[src/hw/rtl/ftxr_pkg.sv]
// Package with constants and types shared by the lagged generator modules.
`timescale 1ns / 1ps
`default_nettype none
package ftxr_pkg;
  localparam int unsigned TABLE_DEPTH = 16384;
  localparam int unsigned IDX_W = $clog2(TABLE_DEPTH);
  localparam int unsigned WORD_W = 31;
  localparam logic [IDX_W-1:0] TAP_A = IDX_W'(471);
  localparam logic [IDX_W-1:0] TAP_B = IDX_W'(1586);
  localparam logic [IDX_W-1:0] TAP_C = IDX_W'(6988);
  localparam logic [IDX_W-1:0] TAP_D = IDX_W'(9689);
  localparam logic [14:0] LEHMER_MULT = 15'd16807;
  localparam logic [WORD_W-1:0] LEHMER_PRIME = 31'h7FFFFFFF;

  localparam logic [1:0] KIND_SEED   = 2'd0;
  localparam logic [1:0] KIND_RAW    = 2'd1;
  localparam logic [1:0] KIND_MOD    = 2'd2;
  localparam logic [1:0] KIND_UNUSED = 2'd3;

  typedef struct packed {
    logic [1:0]  kind;
    logic [31:0] seed_value;
    logic [30:0] modulus;
  } in_item_t;

  typedef struct packed {
    logic [30:0] value;
    logic        error;
  } out_item_t;

  // Request from the controller to the remainder unit.
  typedef struct packed {
    logic              start;
    logic [WORD_W-1:0] dividend;
    logic [WORD_W-1:0] divisor;
  } div_req_t;

  typedef struct packed {
    logic              done;
    logic [WORD_W-1:0] rem;
  } div_rsp_t;
endpackage
`default_nettype wire

[src/hw/rtl/ftxr_divider.sv]
// Restoring remainder unit, one quotient bit per cycle.
`timescale 1ns / 1ps
`default_nettype none
module ftxr_divider (
  input  wire logic               clk,
  input  wire logic               rst_n,
  input  wire ftxr_pkg::div_req_t req,
  output ftxr_pkg::div_rsp_t      rsp
);
  localparam int unsigned W = ftxr_pkg::WORD_W;
  logic          busy_r;
  logic          done_r;
  logic [4:0]    cnt_r;
  logic [W-1:0]  num_r;
  logic [W-1:0]  den_r;
  logic [W:0]    rem_r;
  logic [W:0]    trial;
  logic [W:0]    shifted;

  assign shifted = {rem_r[W-1:0], num_r[W-1]};
  assign trial   = shifted - {1'b0, den_r};

  always_ff @(posedge clk) begin
    if (!rst_n) begin
      busy_r <= 1'b0;
      done_r <= 1'b0;
    end else begin
      done_r <= 1'b0;
      if (req.start) begin
        busy_r <= 1'b1;
        cnt_r  <= 5'(W - 1);
        num_r  <= req.dividend;
        den_r  <= req.divisor;
        rem_r  <= '0;
      end else if (busy_r) begin
        num_r <= {num_r[W-2:0], 1'b0};
        if (!trial[W]) begin
          rem_r <= trial;
        end else begin
          rem_r <= shifted;
        end
        if (cnt_r == 5'd0) begin
          busy_r <= 1'b0;
          done_r <= 1'b1;
        end else begin
          cnt_r <= cnt_r - 5'd1;
        end
      end
    end
  end

  assign rsp = '{done: done_r, rem: rem_r[W-1:0]};
endmodule
`default_nettype wire

[config.mk]
export PLATFORM = sky130hd
export DESIGN_NAME = ftxr_divider
export DESIGN_NICKNAME = d
export VERILOG_FILES = /design/src/hw/rtl/ftxr_pkg.sv /design/src/hw/rtl/ftxr_divider.sv
export SDC_FILE = /design/constraint.sdc
export NUM_CORES = 1
export LEC_CHECK = 0
export ABC_AREA = 1
export CAP_MARGIN = 20
export CORE_AREA = 4 4 116 118
export DETAILED_ROUTE_END_ITERATION = 16
export DIE_AREA = 0 0 120 122
export DONT_BUFFER_PORTS = 1
export GPL_TIMING_DRIVEN = 0
export PLACE_DENSITY = 0.69
export SYNTH_ARGS = -nofsm -noshare
export SYNTH_HDL_FRONTEND = slang
export SYNTH_SLANG_ARGS = --single-unit
[constraint.sdc]
create_clock -name clk -period 6 [get_ports clk]
set_input_delay 0.9 -clock clk [delete_from_list [all_inputs] [get_ports clk]]
set_output_delay 0.9 -clock clk [all_outputs]
set_load 0.1 [all_outputs]
==> results.md <==
* Worst Setup SP: rem_r[16]$_SDFFCE_PP0P_
* Peak supply drop at 0.000250 V
* GPL Wtd Cong at 0.932
* Slowest cell delay on critical path at 1020 ps
* Fillers at 1166
* Clk_lat worst skew at 370 ps
* Hold Violations, Final at 0
* Worst path required time at 6110 ps
* Final period util at 53.3%
* First-pass GRT wire length at 25400 um
* Fin. max-slew vios at 0
* H-Tree Depth at 3
* Clock Sinks at 100
* Mapped Nets at 1014
* Seq/Total Area, Yosys at 44.2%
* DR WL/cell at 13.8 um
* Synthesized area per cell at 7.37 sq um
* CTS tree: done
* Post-layout util at 58.9%
* Worst Setup End Kind: flip-flop
* Hold Startpoint: num_r[28]$_DFFE_PP_
* Largest net degree at the start of global routing at 28
* Clk pin slew, worst setup/hold paths at 80 ps
* CP top delay family: flip-flops
* PD cells at 301 nW/um^2
* Max Root-Sink Buffers at 2
* Max cap viols at 0
* CP Class: reg -> reg
* Post-synth ARST share at 0%
* Min-delay worst type: reg -> reg
* Post-synth EDFFs at 98
* Max_slew headroom at 29.6%
* Initial antenna violation count at 0
* Vias in the first global route at 5177
* Gates resized, CTS repair at 0
* HPWL after DPL at 12000 um
* Drt first pass iters at 5
* Post-Syn Instances at 916
* Vias per cell at 4.82
* Detailed router's first-iteration violation count at 387
* Core box area at 12500 sq um
* Fraction of final layout cells sized beyond drive strength 1 at 7.81%
* Cell mode on critical path: nand2_1
* NumNets Final at 1028
* Seq pwr share at 46.6%
* Gr ovfl total at 0
* R2r startpoint: rem_r[16]$_SDFFCE_PP0P_
* Synth Flop Type: edfxtp_1
* Final ANT Viol Nets at 0
* Sw Pwr at 0.872 mW
* P_int at 1.34 mW
* Height of the die at 122 um
* Tot Pwr at 2.21 mW
* FF+latch count, synth at 100
* Setup Skew at 14.8 ps
* Inserted Diodes at 0
* Max FO, Critical Path at 10
* Clk root buf: clkbuf_16
* Fmax achieved at 0.313 GHz
* Starting Density at 54.1%
* Least-Margin Pin Slew at 1060 ps
* Die width at 120 um
* Number of remaining DRC errors at 0
* Cell Chain, Critical Path: ha_1 > nand2_1 > inv_2 > nand2_1 > nand2_1 > nand2_1 > nand2_1 > a21oi_2 > nand2_2 > nand2_2 > nand2_4 > buf_6 > nor2_1 > nor2_2
* Total GRT Usage at 22.2%
* Hold-fix buffers, CTS at 0
* Synth Cell Area at 6750 sq um
* Combinational Power Share at 26.6%
* PortBufs at 0
* Count of cell types in the netlist at 32
* Final wirelength at 15300 um
* Num ports at 97
* CTS Buf Count at 9
* Ys Warns at 0
* DR vias at 5331
* Status: finished clean
* Power share of the clock group at 26.8%
* Post-CTS setup repair buffer count at 0
* CP arrival at 3310 ps
* Net Sw Frac at 39.4%
* Row cnt at 41
* Synth-to-Final Area Change at 8.90%
* Worst path bufs/invs at 2
* RSZ-0062 raised after global routing: no
* Startpoint Class: flip-flop
* Slowest CP cell: edfxtp_1
* Fin crit period at 3200 ps
* P_leak at 3.92 nW
* Final setup vio count at 0
* Die Area at 14600 sq um
## routing by layer
layer / wire length (um) / track usage (%)
met1: 7010 / 29.1
met2: 6950 / 36.4
met5: 0 / 0
met4: 182 / 6.44
met3: 1180 / 6.04
## worst register-to-register path: cells and delay by family (launching register included)
| kind | cells | cell delay, ps |
|---|---|---|
| AND/OR/NAND/NOR | 10 | 990 |
| buffers and inverters | 2 | 230 |
| flip-flops | 1 | 1020 |
| adder cells (fa/ha/maj) | 1 | 430 |
| AO/OA/AOI/OAI | 1 | 270 |
## flip-flops by register name, indices dropped and copies added (netlist names)
signal	flops
num_r	31
done_r	1
busy_r	1
rem_r	31
den_r	31
cnt_r	5
## cell type report
class	count	area [sq um]	share of cell area, %
buffer	20	129	1.75
multi-input combinational	612	2960	40.2
sequential	100	2980	40.6
timing repair buffer	3	75.1	1.02
clock inverter	7	73.8	1.00
clock buffer	9	225	3.06
tap	172	215	2.93
inverter	184	691	9.40
## kinds of logic after synthesis
family          Yosys count  synth area share, %
simple gates            534                 33.0
buf+inv                 204                 12.1
flops                   100                 44.2
fa+ha+maj                33                 6.23
compound gates           30                 2.45
xor+xnor                 15                 1.95
## per-stage QoR
step	area [sq um]	hold slack (ps)	worst slack (ps)	setup TNS (ps)	instances
2_1_floorplan	6750	422	510	0	916
3_3_place_gp	6960	440	-1540	-42910	1088
3_5_place_dp	7050	498	2840	0	1091
4_1_cts	7350	521	2800	0	1107
5_1_grt	7350	543	2550	0	1107
6_report	7350	517	2800	0	1107
## final timing paths
kind,cells after the start,slack (ps),end
max,14,2800,rem_r[26]$_SDFFCE_PP0P_
min,2,520,num_r[29]$_DFFE_PP_
max reg2reg,14,2800,rem_r[26]$_SDFFCE_PP0P_
min reg2reg,2,520,num_r[29]$_DFFE_PP_
## cells in the mapped netlist, types with 2 or more instances
cell | count | area (sq um)
nand2_1 | 356 | 1340
inv_1 | 180 | 676
edfxtp_1 | 98 | 2940
nor2_1 | 89 | 334
nand3_1 | 44 | 220
ha_1 | 32 | 400
a21oi_1 | 22 | 110
nor2_2 | 14 | 87.6
xor2_1 | 14 | 123
nand3_2 | 12 | 120
clkbuf_1 | 6 | 22.5
nand2_2 | 6 | 37.5
buf_6 | 5 | 56.3
buf_2 | 4 | 20.0
buf_4 | 3 | 22.5
inv_2 | 3 | 11.3
nand2_4 | 3 | 33.8
nor3_1 | 3 | 15.0
o21ai_0 | 3 | 15.0
a21oi_2 | 2 | 17.5
and2_1 | 2 | 12.5
buf_1 | 2 | 7.51
dfxtp_1 | 2 | 40.0
nand4_1 | 2 | 12.5
o21bai_1 | 2 | 15.0
## cells in the final DEF (no fill, tap or decap), types with 2 or more instances in the layout
cell type  Yosys  routed
buf_2          4       4
nand2_1      356     356
clkbuf_1       6       6
a21oi_1       22      21
inv_8          0       2
nor3_1         3       3
nand4_1        2       2
buf_4          3       3
nand3_2       12      12
o21ai_0        3       3
nand3_1       44      44
buf_16         0       2
nand2_4        3       3
nor2_2        14      14
xor2_1        14      14
buf_1          2       2
a21oi_2        2       2
ha_1          32      32
nor2_1        89      89
edfxtp_1      98      98
buf_6          5       5
inv_1        180     180
dfxtp_1        2       2
inv_2          3       3
o21bai_1       2       2
nand2_2        6       6
inv_6          0       3
and2_1         2       2
clkbuf_16      0       9
## power by group through the flow
| stage | Sequential, mW | Clock [mW] | Combinational (mW) |
|---|---|---|---|
| detailed placement | 1.05 | 0 | 0.586 |
| global route | 1.04 | 0.638 | 0.678 |
| floorplan | 1.04 | 0 | 0.454 |
| global placement | 1.05 | 0 | 0.570 |
| finish | 1.03 | 0.593 | 0.589 |
| CTS | 1.03 | 0.605 | 0.590 |
Note: power is estimated with default switching activity, not from simulation.
