--- src/hw/rtl/ftxr_pkg.sv ---
// Package with constants and types shared by the lagged generator modules.
`timescale 1ns / 1ps
`default_nettype none
package ftxr_pkg;
  localparam int unsigned TABLE_DEPTH = 16384;
  localparam int unsigned IDX_W = $clog2(TABLE_DEPTH);
  localparam int unsigned WORD_W = 31;
  localparam logic [IDX_W-1:0] TAP_A = IDX_W'(471);
  localparam logic [IDX_W-1:0] TAP_B = IDX_W'(1586);
  localparam logic [IDX_W-1:0] TAP_C = IDX_W'(6988);
  localparam logic [IDX_W-1:0] TAP_D = IDX_W'(9689);
  localparam logic [14:0] LEHMER_MULT = 15'd16807;
  localparam logic [WORD_W-1:0] LEHMER_PRIME = 31'h7FFFFFFF;

  localparam logic [1:0] KIND_SEED   = 2'd0;
  localparam logic [1:0] KIND_RAW    = 2'd1;
  localparam logic [1:0] KIND_MOD    = 2'd2;
  localparam logic [1:0] KIND_UNUSED = 2'd3;

  typedef struct packed {
    logic [1:0]  kind;
    logic [31:0] seed_value;
    logic [30:0] modulus;
  } in_item_t;

  typedef struct packed {
    logic [30:0] value;
    logic        error;
  } out_item_t;

  // Request from the controller to the remainder unit.
  typedef struct packed {
    logic              start;
    logic [WORD_W-1:0] dividend;
    logic [WORD_W-1:0] divisor;
  } div_req_t;

  typedef struct packed {
    logic              done;
    logic [WORD_W-1:0] rem;
  } div_rsp_t;
endpackage
`default_nettype wire

--- src/hw/rtl/ftxr_lehmer.sv ---
// Lehmer step 16807 * x mod (2^31 - 1): registered product, combinational fold.
`timescale 1ns / 1ps
`default_nettype none
module ftxr_lehmer (
  input  wire logic                        clk,
  input  wire logic [ftxr_pkg::WORD_W-1:0] x,
  output logic      [ftxr_pkg::WORD_W-1:0] y
);
  logic [45:0] prod_r;
  logic [31:0] fold;
  logic [31:0] fold2;

  always_ff @(posedge clk) begin
    prod_r <= 46'(x) * 46'(ftxr_pkg::LEHMER_MULT);
  end

  // 2^31 == 1 mod p, so the high part folds onto the low part.
  assign fold  = {1'b0, prod_r[30:0]} + {17'd0, prod_r[45:31]};
  assign fold2 = {1'b0, fold[30:0]} + {31'd0, fold[31]};

  always_comb begin
    if (fold2[30:0] == ftxr_pkg::LEHMER_PRIME) begin
      y = '0;
    end else begin
      y = fold2[30:0];
    end
  end
endmodule
`default_nettype wire

--- config.mk ---
export PLATFORM = sky130hd
export DESIGN_NAME = ftxr_lehmer
export DESIGN_NICKNAME = d
export VERILOG_FILES = /design/src/hw/rtl/ftxr_pkg.sv /design/src/hw/rtl/ftxr_lehmer.sv
export SDC_FILE = /design/constraint.sdc
export NUM_CORES = 1
export LEC_CHECK = 0
export BUFFER_PORTS_ARGS = -buffer_cell sky130_fd_sc_hd__buf_2
export CAP_MARGIN = 20
export CORE_UTILIZATION = 55
export CTS_CLUSTER_SIZE = 30
export DETAILED_ROUTE_END_ITERATION = 7
export GPL_TIMING_DRIVEN = 0
export PLACE_DENSITY = 0.73
export SKIP_CTS_REPAIR_TIMING = 1
export SYNTH_ARGS = -nofsm -noshare
export SYNTH_HDL_FRONTEND = slang
export SYNTH_SLANG_ARGS = --single-unit
export TNS_END_PERCENT = 100
--- constraint.sdc ---
create_clock -name clk -period 8.7 [get_ports clk]
set_clock_uncertainty 0.05 [all_clocks]
set_input_delay 0.87 -clock clk [delete_from_list [all_inputs] [get_ports clk]]
set_output_delay 0.87 -clock clk [all_outputs]
set_load 0.1 [all_outputs]
==> results of run 1 <==
==> Yosys cell counts, types with 4 or more instances <==
cell type | instances | share of area [%]
inv_1 | 307 | 10
ha_1 | 204 | 22
fa_1 | 134 | 23
nor2_1 | 71 | 2.3
xnor2_1 | 55 | 4.2
a21oi_1 | 54 | 2.4
nand2_1 | 53 | 1.7
dfxtp_1 | 46 | 8.0
a21o_1 | 39 | 2.6
o21ai_0 | 34 | 1.5
xor2_1 | 27 | 2.1
nand3_1 | 26 | 1.1
nor3_1 | 22 | 0.96
o211ai_1 | 15 | 0.98
and3_1 | 13 | 0.71
and2_1 | 12 | 0.65
nand4_1 | 12 | 0.65
nor2b_1 | 12 | 0.65
a211oi_1 | 11 | 0.72
o21a_1 | 11 | 0.72
o2111ai_1 | 9 | 0.69
and4_1 | 8 | 0.61
nand2b_1 | 8 | 0.44
nor4_1 | 8 | 0.44
or3_1 | 8 | 0.44
buf_2 | 7 | 0.31
clkbuf_1 | 6 | 0.20
a2111oi_0 | 5 | 0.38
a31oi_1 | 5 | 0.27
nand4b_1 | 5 | 0.38
o311ai_0 | 5 | 0.38
o21ai_1 | 4 | 0.17
o21bai_1 | 4 | 0.26
or4_1 | 4 | 0.26
==> per-stage QoR <==
step | instances | hold WS (ns) | worst slack [ns]
detailed placement | 1655 | 1.09 | 1.23
global route | 1663 | 0.796 | 0.949
global placement | 1655 | 1.09 | 1.31
CTS | 1663 | 0.798 | 1.47
finish | 1663 | 0.794 | 1.42
floorplan | 1323 | 0.848 | 1.36
==> cell usage in the layout (no fill, tap or decap), drive strengths merged, types with 4 or more instances in the layout <==
master   count
or2          4
o211ai      16
a21o        40
buf         76
a31oi        5
nand2       53
nand3       26
nand4b       5
ha         204
or4          5
nand2b       8
clkbuf      12
nor3        22
nor4        10
inv        307
and4         8
o31ai        4
dfxtp       46
and3        13
o311ai       6
fa         134
xnor2       55
or3          9
nand4       12
nor2b       13
nor2        72
o21bai       5
o21ai       39
a21oi       55
xor2        28
a2111oi      6
o21a        11
o2111ai      9
a211oi      15
and2        12
==> per-layer routing <==
metal  track usage (%)  up-vias  wire, um
met1              35.1     4251     12300
met5                 0        -         0
met3             0.875       31       664
met2              41.0      190     11300
met4              6.41        0       591
li1                  -     4565         -
==> critical path: stages <==
cell and delay [ns]:
buf_2 0.18, inv_1 0.14, fa_1 0.55, inv_1 0.05, ha_1 0.27, inv_1 0.06
fa_1 0.51, inv_1 0.05, ha_1 0.31, fa_1 0.55, inv_1 0.06, fa_1 0.53
inv_1 0.04, ha_1 0.36, and3_1 0.21, o211ai_1 0.10, o21ai_0 0.38, a211oi_1 0.17
o21bai_1 0.27, a41oi_1 0.26, o41ai_1 0.80, a31oi_1 0.23, o21ai_0 0.25, xor2_1 0.22
==> area by class of cell <==
class	instances	area share, %
multi-input combinational	950	75.7
inverter	307	9.40
sequential	46	7.51
tap	270	2.76
timing repair buffer	62	2.53
clock buffer	6	1.05
buffer	20	0.929
clock inverter	2	0.112
==> kinds of logic after synthesis <==
family	after synthesis	share of synthesized area [%]
DFF	46	8.03
xor gates and xnor gates	83	6.40
muxes	4	0.360
AOI/OAI and AO/OA	244	15.5
adders and majority gates	338	45.6
buffers and inverters	327	11.0
and+or+nand+nor	281	13.1
==> worst paths after layout <==
| kind | slack [ns] | endpoint | from | cells past startpoint |
|---|---|---|---|---|
| max | 1.42 | prod_r[41]$_DFF_P_ | x[12] | 24 |
| min | 0.79 | prod_r[0]$_DFF_P_ | x[0] | 1 |
==> metrics.txt, run 1 <==
Finished Cell Area ~12000 um^2; register area just over 900 um^2; Syn Inst Count 1323; YS warnings 0; register area share after synthesis between 8 and 9%; status completed; die area 21400 um^2; Row Count 52; total CTS buffers 5; initial antenna violation count 0; worst hold path type input pin to flop; Yosys reg bits 46; final hold violations 0; mean post-synth cell area around 8.7 um^2; Startpoint Class input pin; Sum Neg Setup Slack 0 ns; FILL cells 1828; Post-route DRC 0; first-pass GRT wire length 43200 um; drt total wl 24900 um; vias in the first global route between 9000 and 10000; Period minus WS final 7.28 ns; multi-input logic area 9280 um^2; Root Driver clkbuf_16; Layout area overhead 6.89%; Tcrit/Tclk final 83.7%; clk slew on worst S/H paths 0.06 ns; syn nets 1693; IO Count 63; gp weighted congestion 0.934; clk buf depth 2; drt wl/cell between 10 and 15 um; initial core utilization 56.3%; vias per cell 5.43; antenna diode count 0; layout cells sized above 1 under 10%; Iter 0 DRT Violations ~480; worst setup path class input pin to flop; largest reg by FF count prod_r; final setup vio count 0; Main synth FF type dfxtp_1; Post-synth EDFFs 0; pin slew with the least headroom to its limit approximately 0.96 ns; largest net degree at the start of global routing 15; CP max FO 5; worst path required time roughly 8.8 ns; Max Cap Viol 0; Sinks on Clock Net 46; Max-slew headroom 35.6%; CP arrival 7.42 ns; Final nets 1762; Die Wd 146 um; CTS tree built; DR pass1 iterations 5; DR vias 9037; Max H-tree Level 2; DP HPWL 22000 um; total grt overflow 0; gr usage total roughly a quarter; placed cell area 12100 um^2; Synth cell types 84; IO buf count 62; top flop regs prod_r (46); unrepaired setup endpoints after global routing no; post-route antenna net violation count 0; FMAX 137 MHz; Cell Area, Synth between 10000 and 15000 um^2; Finished Core Util 60.2%; max reg flops 46; Crit. End Element flop; die span in y 146 um; asr flop ratio synth 0%; max-slew violations 0; total core area 20400 um^2
Power of run 1 is not shown: default switching activity piles up to over one toggle a cycle in this logic, so the estimate is an artifact.
==> run 2, diff against run 1 <==
==> constraint.sdc (replaced) <==
create_clock -name clk -period 7.13 [get_ports clk]
set_clock_uncertainty 0.05 [all_clocks]
set_input_delay 0.713 -clock clk [delete_from_list [all_inputs] [get_ports clk]]
set_output_delay 0.713 -clock clk [all_outputs]
set_load 0.1 [all_outputs]
==> run 2 against run 1 <==
Cell area is 1.1% higher. Sequential cell count stayed put. Routed wire length is 0.20% higher. Worst setup slack worse by 1.1 ns. Die area stayed put. Via count is 0.25% lower. Hold slack worse by 0.16 ns. Core utilization is 0.64 points higher. Global-route usage is 0.22 points lower. Highest routed layer unchanged. Final cell count hardly changed. Critical endpoint is now y[11]. Clock-buffer cell count is 1 lower. First-iteration DRC count is 9.6% lower. Largest cell class unchanged.
==> metrics.txt, run 2 (synthesized netlist as in run 1, its figures left out) <==
post-route antenna net violation count 0; CP Buf/Inv Count 4; final setup vio count 0; max reg flops 46; die area 21400 um^2; initial core utilization a little under three fifths; unrepaired setup endpoints after global routing no; crit-path max cell delay 0.44 ns; IO Count 63; vias in the first global route 9063; DR vias 9014; Period minus WS final 6.76 ns; top flop regs prod_r (46); total grt overflow 0; worst hold path type input pin to flop; drt total wl 24900 um; CP max FO 8; CTS tree built; DP HPWL 21800 um; Layout area overhead 8.03%; layout cells sized above 1 between 8 and 9%; final non-filler cell total 1664; Max-slew headroom 31.0%; placed cell area 12100 um^2; Die Wd 146 um; most frequent cells in the layout 307 x inv_1, 204 x ha_1, 134 x fa_1; Finished Cell Area 12400 um^2; Final nets roughly 1800; total CTS buffers 5; Max Cap Viol 0; first-pass GRT wire length 43100 um; Root Driver clkbuf_16; worst path cell trace ha_1, o21ai_0, o21bai_2, o2111ai_1, a211oi_2, and4_1, ha_1, nand2b_1, nor2_2, nand3_1, nor4_4, nand4b_1, or4_1, buf_2, or4_1, nand4_1, nor4_4, buf_4, buf_4, a211oi_2, clkbuf_4; Sinks on Clock Net 46; largest reg by FF count prod_r; Tcrit/Tclk final 94.9%; dpl cells 1655; Max H-tree Level 2; Row Count 52; clk buf depth 2; status completed; final hold violations 0; Startpoint Class flop; IO buf count between 60 and 70; clk slew on worst S/H paths 0.06 ns; Post-route DRC 0; FILL cells 1818; Iter 0 DRT Violations 432; die span in y 146 um; commonest non-fill, non-tap cell in the layout inv_1; worst setup path class flop to primary output; DR pass1 iterations 5; Sum Neg Setup Slack 0 ns; largest net degree at the start of global routing 16; total core area 20400 um^2; FMAX between 100 and 150 MHz; CP arrival approximately 6.0 ns; Hold WS 0.637 ns; gp weighted congestion 0.934; antenna diode count 0; drt wl/cell 15.0 um; worst path required time 6.37 ns; initial antenna violation count 0; vias per cell 5.42; gr usage total 24.4%; pin slew with the least headroom to its limit 1.03 ns; max-slew violations 0; critical path's top delay family simple AND/OR/NAND/NOR gates; Crit-path slowest cell or4_1; Crit. End Element primary output
[run 2: changes by cell type in the layout (fill, tap and decap cells not counted), sizes merged]
cell    delta
clkinv     -1
inv        +1
buf       -17
bufinv     +1
clkbuf    +17
[run 2: worst paths after layout]
kind                               start                 to  cells after the start
worst max-delay path  prod_r[37]$_DFF_P_              y[11]                     21
worst min-delay path                x[0]  prod_r[0]$_DFF_P_                      1
[run 2: area by class of cell]
| cell class | count | area [um^2] | area share [%] |
|---|---|---|---|
| plain buffers | 19 | 110 | 0.889 |
| multi-input cells | 950 | 9330 | 75.3 |
| inverters | 307 | 1150 | 9.30 |
| flip-flops and latches | 46 | 921 | 7.43 |
| clock inverters | 3 | 43.8 | 0.353 |
| repair buffers | 64 | 373 | 3.01 |
| well taps | 270 | 338 | 2.73 |
| clock buffers | 5 | 125 | 1.01 |
[run 2: stage by stage]
stage / util [%] / setup slack, ns
6_report: 60.9 / 0.366
3_5_place_dp: 59.5 / -0.132
4_1_cts: 60.4 / 0.111
5_1_grt: 60.9 / 0.00230
3_3_place_gp: 59.5 / -0.112
2_1_floorplan: - / 0.0715
[run 2: metal layers]
metal | global-route usage [%] | up-vias | part of all wire (%)
li1 | - | 4564 | -
met1 | 34.8 | 4226 | 49
met2 | 40.0 | 190 | 45
met3 | 1.13 | 34 | 2.9
met4 | 7.14 | 0 | 2.6
met5 | 0 | - | 0
Power of run 2 is left out for the same reason.
